**src/sv/gcd_pkg.sv**
```systemverilog
package gcd_pkg;

  // Fixed-point format of every angle and every trigonometric value.
  localparam int FRAC_BITS    = 29;
  // Rotations per CORDIC pass. ATAN_TAB below holds one entry per rotation.
  localparam int CORDIC_STEPS = 30;

  // Width of the datapath words inside the sine/cosine CORDIC.
  localparam int ANGLE_W = 32;
  // Width of a square-root result and of its radicand before scaling.
  localparam int ROOT_W  = FRAC_BITS + 1;

  // Angle constants with FRAC_BITS fraction bits; HALF_PI is truncated, the others rounded.
  localparam logic signed [33:0] PI_F    = 34'sd1686629713;
  localparam logic signed [33:0] TWO_PI  = 34'sd3373259426;
  localparam logic signed [33:0] HALF_PI = 34'sd843314856;

  // Reciprocal of the CORDIC gain over CORDIC_STEPS rotations; the start x of every sine/cosine pass.
  localparam logic signed [ANGLE_W-1:0] GAIN = 32'sd326016437;

  // One in the fixed-point format.
  localparam logic [ROOT_W-1:0] ONE_F = ROOT_W'(1) << FRAC_BITS;

  // atan(2^-i), rounded to FRAC_BITS fraction bits.
  localparam logic signed [ANGLE_W-1:0] ATAN_TAB [CORDIC_STEPS] = '{
    32'sd421657428, 32'sd248918915, 32'sd131521918, 32'sd66762579,
    32'sd33510843,  32'sd16771758,  32'sd8387925,   32'sd4194219,
    32'sd2097141,   32'sd1048575,   32'sd524288,    32'sd262144,
    32'sd131072,    32'sd65536,     32'sd32768,     32'sd16384,
    32'sd8192,      32'sd4096,      32'sd2048,      32'sd1024,
    32'sd512,       32'sd256,       32'sd128,       32'sd64,
    32'sd32,        32'sd16,        32'sd8,         32'sd4,
    32'sd2,         32'sd1
  };

  // Pipeline depths.
  localparam int SINCOS_LAT = CORDIC_STEPS + 3;
  localparam int SQRT_LAT   = ROOT_W;
  localparam int PIPE_DEPTH = 1 + SINCOS_LAT + 3 + SQRT_LAT + CORDIC_STEPS + 1;

endpackage

```
**src/sv/gcd_sqrt.sv**
```systemverilog
// Pipelined square root floor(sqrt(rad * 2^FRAC_BITS)), one root bit per stage.
module gcd_sqrt (
  input  logic                              clk_i,
  input  logic                              en_i,
  input  logic [gcd_pkg::ROOT_W-1:0]        rad_i,
  output logic [gcd_pkg::ROOT_W-1:0]        root_o
);

  localparam int B  = gcd_pkg::ROOT_W;
  localparam int RW = 2 * gcd_pkg::FRAC_BITS + 1;

  logic [RW-1:0] rem_q  [B];
  logic [B-1:0]  root_q [B];

  for (genvar k = 0; k < B; k++) begin : g_bit
    localparam int Bit = B - 1 - k;
    logic [RW-1:0] rem_in;
    logic [B-1:0]  root_in;
    logic [RW:0]   trial;
    if (k == 0) begin : g_first
      assign rem_in  = RW'(rad_i) << gcd_pkg::FRAC_BITS;
      assign root_in = '0;
    end else begin : g_next
      assign rem_in  = rem_q[k-1];
      assign root_in = root_q[k-1];
    end
    // (root + 2^b)^2 - root^2 with the low bits of root still clear.
    assign trial = ((RW+1)'(root_in) << (Bit + 1)) + ((RW+1)'(1) << (2 * Bit));
    always_ff @(posedge clk_i) begin
      if (en_i) begin
        if ((RW+1)'(rem_in) >= trial) begin
          rem_q[k]  <= rem_in - trial[RW-1:0];
          root_q[k] <= root_in | (B'(1) << Bit);
        end else begin
          rem_q[k]  <= rem_in;
          root_q[k] <= root_in;
        end
      end
    end
  end

  assign root_o = root_q[B-1];

endmodule

```
**config.mk**
```make
export PLATFORM = sky130hd
export DESIGN_NAME = gcd_sqrt
export DESIGN_NICKNAME = d
export VERILOG_FILES = /design/src/sv/gcd_pkg.sv /design/src/sv/gcd_sqrt.sv
export SDC_FILE = /design/constraint.sdc
export NUM_CORES = 2
export LEC_CHECK = 0
export ABC_AREA = 1
export BUFFER_PORTS_ARGS = -buffer_cell sky130_fd_sc_hd__buf_4
export CAP_MARGIN = 10
export CORE_MARGIN = 10
export CORE_UTILIZATION = 35
export CTS_BUF_LIST = sky130_fd_sc_hd__clkbuf_4 sky130_fd_sc_hd__clkbuf_8
export CTS_CLUSTER_SIZE = 20
export DETAILED_ROUTE_END_ITERATION = 7
export HOLD_SLACK_MARGIN = 0.02
export PLACE_DENSITY = 0.58
export SKIP_LAST_GASP = 1
export SLEW_MARGIN = 40
export SYNTH_ARGS = -nofsm -noshare
export SYNTH_HDL_FRONTEND = slang
export SYNTH_SLANG_ARGS = --single-unit
```
**constraint.sdc**
```tcl
create_clock -name clk_i -period 3.9 [get_ports clk_i]
set_input_delay 0 -clock clk_i [delete_from_list [all_inputs] [get_ports clk_i]]
set_output_delay 0 -clock clk_i [all_outputs]
set_load 0.02 [all_outputs]
```
* Yosys cells after proc, flatten, opt, wreduce, memory -nomap -nowiden
Memories as Yosys holds them, arrays and structs flattened.
Cells that the tools add are included.
** Word-level totals
- Bits in writable memories :: 2670
- Flip-flop bits (word level) :: 0
- Input port bits :: 32
- Memories :: 2
** Operators by class
- Mux-type cells :: 240
- Add/sub/neg operators :: 59
- Bitwise operators :: 60
- Magnitude comparators :: 30
** Memory list
- rem_q :: depth 30, bits a word 59, read ports 29, clocked after Yosys merged registers in 0, wr ports 30, line gcd_sqrt.sv:12 : logic [RW-1:0] rem_q [B];
- root_q :: depth 30, bits a word 30, read ports 30, clocked after Yosys merged registers in 0, wr ports 30, line gcd_sqrt.sv:13 : logic [B-1:0] root_q [B];
** Operators with widths (count)
- 59-bit two-way mux :: 30
- 30-bit two-way mux :: 30
- 1-bit two-way mux :: 180
- 59-bit subtractor :: 2
- 59-bit by 57-bit adder with 60-bit output (second input constant) :: 1
- 59-bit by 60-bit >= comparator with 1-bit output :: 1
- 1-bit bitwise OR :: 60
- 58-bit by 55-bit adder with 59-bit output (second input constant) :: 1
- 59-bit by 32-bit >= comparator with 1-bit output :: 1
- 59-bit by 33-bit >= comparator with 1-bit output :: 1
- 59-bit by 34-bit >= comparator with 1-bit output :: 1
- 59-bit by 35-bit >= comparator with 1-bit output :: 1
- 59-bit by 36-bit >= comparator with 1-bit output :: 1
- 59-bit by 37-bit >= comparator with 1-bit output :: 1
- 59-bit by 38-bit >= comparator with 1-bit output :: 1
- 59-bit by 39-bit >= comparator with 1-bit output :: 1
- 59-bit by 40-bit >= comparator with 1-bit output :: 1
- 59-bit by 41-bit >= comparator with 1-bit output :: 1
- 59-bit by 42-bit >= comparator with 1-bit output :: 1
- 59-bit by 43-bit >= comparator with 1-bit output :: 1
- 59-bit by 44-bit >= comparator with 1-bit output :: 1
- 59-bit by 45-bit >= comparator with 1-bit output :: 1
- 59-bit by 46-bit >= comparator with 1-bit output :: 1
- 59-bit by 47-bit >= comparator with 1-bit output :: 1
- 68 further kinds :: 68

* Depth between registers and ports, before layout
An unclocked memory read counts as a cell.
- Word-level depth :: 7
- Mapped depth :: 17
- Depth with buffers taken out :: 17

* Worst setup path before layout
Ideal clock, no wire load.
- Kind :: input to register
- From :: input en_i
- To :: memory rem_q[1][711] in the netlist's numbering, enable pin
- Data arrival time :: 2.882 ns
- Stages on the path :: 4
- Library setup time :: 0.474 ns
- Data required time :: 3.426 ns
- Setup slack :: 0.545 ns
- Cells stage by stage :: buf_4 buf_4 clkbuf_1 clkbuf_1
** RTL lines
- from (decl) :: line gcd_sqrt.sv:4 : input logic en_i,
- to (decl) :: line gcd_sqrt.sv:12

==> implementation parameters <==
Parameter                              Value

Run status
  Status ... complete, no violations

Cells and area
  Filler cell count ... 29700
  Final nets ... 13900
  Share of layout cells above drive strength 1 ... roughly 5.8%
  Area growth from synthesis to layout ... 10.6%

Synthesis
  Distinct cells, synth ... just over 60
  Cell type with the largest total area after synthesis ... edfxtp_1
  Seq cells post-synth ... 1518
  Yosys top cell area share ... between 40% and 50%
  Number of enable flip-flop cells after synthesis ... 1518
  Mean area per synthesized cell ... 7.68 um2
  Net count after synthesis ... 13600
  Share of flip-flops with an asynchronous set or reset ... 0%
  Post-Synthesis Cell Area ... 101000 um2
  Yosys synthesis warning count ... 0
  Gate Count Post-Synth ... roughly 13000
  Largest cells by area after synthesis ... edfxtp_1, nand2_1, inv_1
  Primary FF master, synth ... edfxtp_1
  Sequential area share after synthesis ... 45.3%

Setup path
  R2R Setup Slk ... around 570 ps
  Critical setup path kind ... reg2reg
  CP max stage delay ... 530 ps
  Startpoint of the lowest-slack register-to-register path ... rem_q[1][539]
  Number of cells on the critical path ... 12
  Total buffers and inverters traversed by the critical path ... 0
  Crit path DAT ... 3950 ps
  Most frequent cell on the critical path ... nand2_1
  Crit path cell chain ... ha_1 > fa_1 > nand3_1 > nand3_1 > nand2_1 > nand2_1 > nand2_1 > nand2_1 > nand2_1 > nand3b_1 > nand3_1 > nand2_1
  End point of the critical path ... rem_q[1][622]
  Cell with the largest stage delay on the worst path ... fa_1
  Worst Path Max Fanout ... 5
  Terminus of the critical flop-to-flop path ... rem_q[1][622]
  Delay-heaviest family, CP ... simple AND/OR/NAND/NOR gates
  R2r worst-path depth ... 12
  CP Launch Type ... register
  Sort of element at the end of the critical path ... register
  Worst Setup SP ... rem_q[1][539]
  CP required ... roughly 4500 ps

STA
  Max Fclk ... about 300 MHz
  Transition time of the tightest slew-check pin ... 843 ps
  Setup TNS Final ... 0 ps
  Hold violation total from the final report ... 0
  Max_slew headroom ... 43.4%
  Share of the cycle needed by the critical path after routing ... 85.5%
  Worst slack on hold paths ... 192 ps
  Shortest clock period the worst path allows after layout ... 3330 ps
  Clock skew ... around 85 ps
  Number of max-slew violations in the final report ... 0
  RSZ-0062 raised after global routing ... false
  Smallest setup slack after layout ... 565 ps
  Count of final setup violators ... 0

Place
  Post-placement worst setup slack ... ~650 ps
  Port bufs ... 61
  Detailed placer's ending HPWL ... 263 mm
  Final weighted congestion in routability-driven placement ... around 0.97

Hold path
  Hold Crit Start ... en_i
  Type of the worst min-delay path ... in2reg

Floorplan
  Cell Rows ... 196
  Core area ... between 200000 and 300000 um2
  Die width ... 556 um
  Die area ... 309000 um2
  Starting Density ... 35.2%
  Height of the chip ... approximately 560 um
  I/O Pins ... 62

Clock network
  Clock latency reported for the late side of the worst-skew pair ... about 960 ps
  # hold bufs at CTS ... a little over 60
  Clock buffers created by TritonCTS ... 276
  Clk root buf ... clkbuf_8
  CTS tree ... yes
  Clock-pin slew on the worst setup and hold paths ... around 70 ps
  Number of clock sinks ... 1518
  Postcts setup bufs ... 0
  Post-cts resize count ... 0
  CTS H-Tree Depth ... 5
  Maximum clock insertion buffer count ... 4

Route
  Count of TritonRoute iterations in the first routing pass ... 7
  Routed Wire Length ... 326 mm
  DRC marker count from the first detailed-route iteration ... about 7600
  Avg WL per Cell ... 18.8 um
  Vias/cell ... 4.88
  DR DRC count ... 0
  Via count ... 84800
  Antenna-violating nets left ... 0

Pwr
  Highest ir drop seen on vdd ... ~0.37 mV
  Leak Pwr ... 51.5 nW
  Overall power after layout ... ~56 mW
  Power per standard cell area ... 506 nW/um2

Global routing
  GR Util All Layers ... 20.4%
  Global-route wire length before repair ... 490 mm
  Initial antenna violation count ... 4
  Via count of the first global-routing pass ... just over 80000
  Remaining Overflow, GRT ... 0
  Pin count of the biggest net entering global routing ... 131

Run
  Max-Cap Viols ... 0
==> metal layers <==
layer  GRT usage [%]  wire [um]  up-vias
li1                -          -    42600
met1            26.7     142000    39100
met2            34.8     154000     2485
met3            2.31      17000      602
met4            7.15      12900        4
met5               0         27        -
==> cells in the final DEF (no fill, tap or decap), types with 8 or more instances in the layout <==
master / Yosys / final
o21ai_1: 28 / 28
nand3_2: 26 / 26
nand4_1: 278 / 278
nor3_1: 178 / 178
o21ai_2: 60 / 60
o21bai_1: 28 / 28
nor2_1: 1376 / 1376
clkinvlp_4: 0 / 15
ha_1: 448 / 448
dlygate4sd3_1: 0 / 61
and2_1: 16 / 16
o21a_1: 9 / 9
clkbuf_4: 0 / 63
fa_1: 15 / 15
inv_1: 2441 / 2441
nand2_2: 32 / 32
nand3_1: 750 / 750
nor4_1: 47 / 45
buf_4: 23 / 92
a21oi_2: 25 / 25
or2_2: 12 / 12
o21ai_0: 262 / 262
edfxtp_1: 1518 / 1518
clkinv_1: 0 / 59
xor2_1: 162 / 162
a21o_1: 15 / 15
a21oi_1: 514 / 514
and3_1: 10 / 10
inv_2: 17 / 17
nor2_2: 45 / 45
nand3b_1: 86 / 86
nand2_1: 4252 / 4252
nor2_4: 8 / 8
a21boi_0: 16 / 16
clkinv_2: 1 / 32
o211ai_1: 10 / 10
xnor2_1: 227 / 227
bufinv_16: 0 / 13
clkbuf_8: 0 / 282
buf_12: 0 / 11
==> worst min-delay path by stage <==
| stage | cells past startpoint | to |
|---|---|---|
| floorplan | 0 | rem_q[0][29] |
| global placement | 1 | rem_q[0][43] |
| detailed placement | 1 | rem_q[0][51] |
| CTS | 2 | rem_q[1][686] |
| global route | 2 | rem_q[1][686] |
| finish | 2 | rem_q[1][686] |
==> cell type report <==
class / instances / area [um2] / area share, %
clock inverters: 127 / 973 / 0.875
flip-flops and latches: 1518 / 45600 / 41.0
multi-input cells: 8985 / 44700 / 40.2
clock buffers: 345 / 4350 / 3.91
well taps: 3762 / 4710 / 4.23
repair buffers: 170 / 1610 / 1.44
inverters: 2465 / 9270 / 8.33
diodes: 3 / 7.51 / 0.00675
==> power breakdown <==
group | switching, mW | internal, mW
registers | 2.36 | 21.0
clock network | 6.97 | 8.22
logic | 12.2 | 5.61
total | 21.5 | 34.8
==> synthesized netlist by cell type (23+ instances only) <==
cell      instances
a21oi_2          25
xnor2_1         227
buf_4            23
nand3b_1         86
nor2_1         1376
edfxtp_1       1518
a21oi_1         514
ha_1            448
nand3_1         750
nor2_2           45
xor2_1          162
o21bai_1         28
nand2_1        4252
o21ai_1          28
buf_2            27
nand2_2          32
nand3_2          26
buf_6            41
nand4_1         278
o21ai_2          60
nor3_1          178
o21ai_0         262
clkbuf_1         32
inv_1          2441
nor4_1           47
==> metrics by stage <==
stage | utilization (%) | cell area (um2) | cells
after global placement | 36.8 | 105000 | 16800
after CTS | 38.9 | 111000 | 17400
final | 38.9 | 111000 | 17400
after global routing | 38.9 | 111000 | 17400
after floorplan | - | 101000 | 13100
after detailed placement | 36.9 | 105000 | 16800
==> cell families after synthesis <==
kind of cell | synth area share (%)
xor+xnor | 3.39
simple gates | 29.7
buf+inv | 10.2
compound gates | 5.50
fa+ha+maj | 5.87
flops | 45.3
==> registers in the layout, indices dropped and copies added (netlist names) <==
signal and count:
root_q 465, rem_q 1053
==> worst reg2reg max path: stages, from the launching register on <==
cell and delay, ps:
edfxtp_1 460, ha_1 330, fa_1 530, nand3_1 130, nand3_1 320, nand2_1 160, nand2_1 250, nand2_1 130
nand2_1 210, nand2_1 170, nand3b_1 80, nand3_1 80, nand2_1 150
Power figures use the tool's default switching activity.
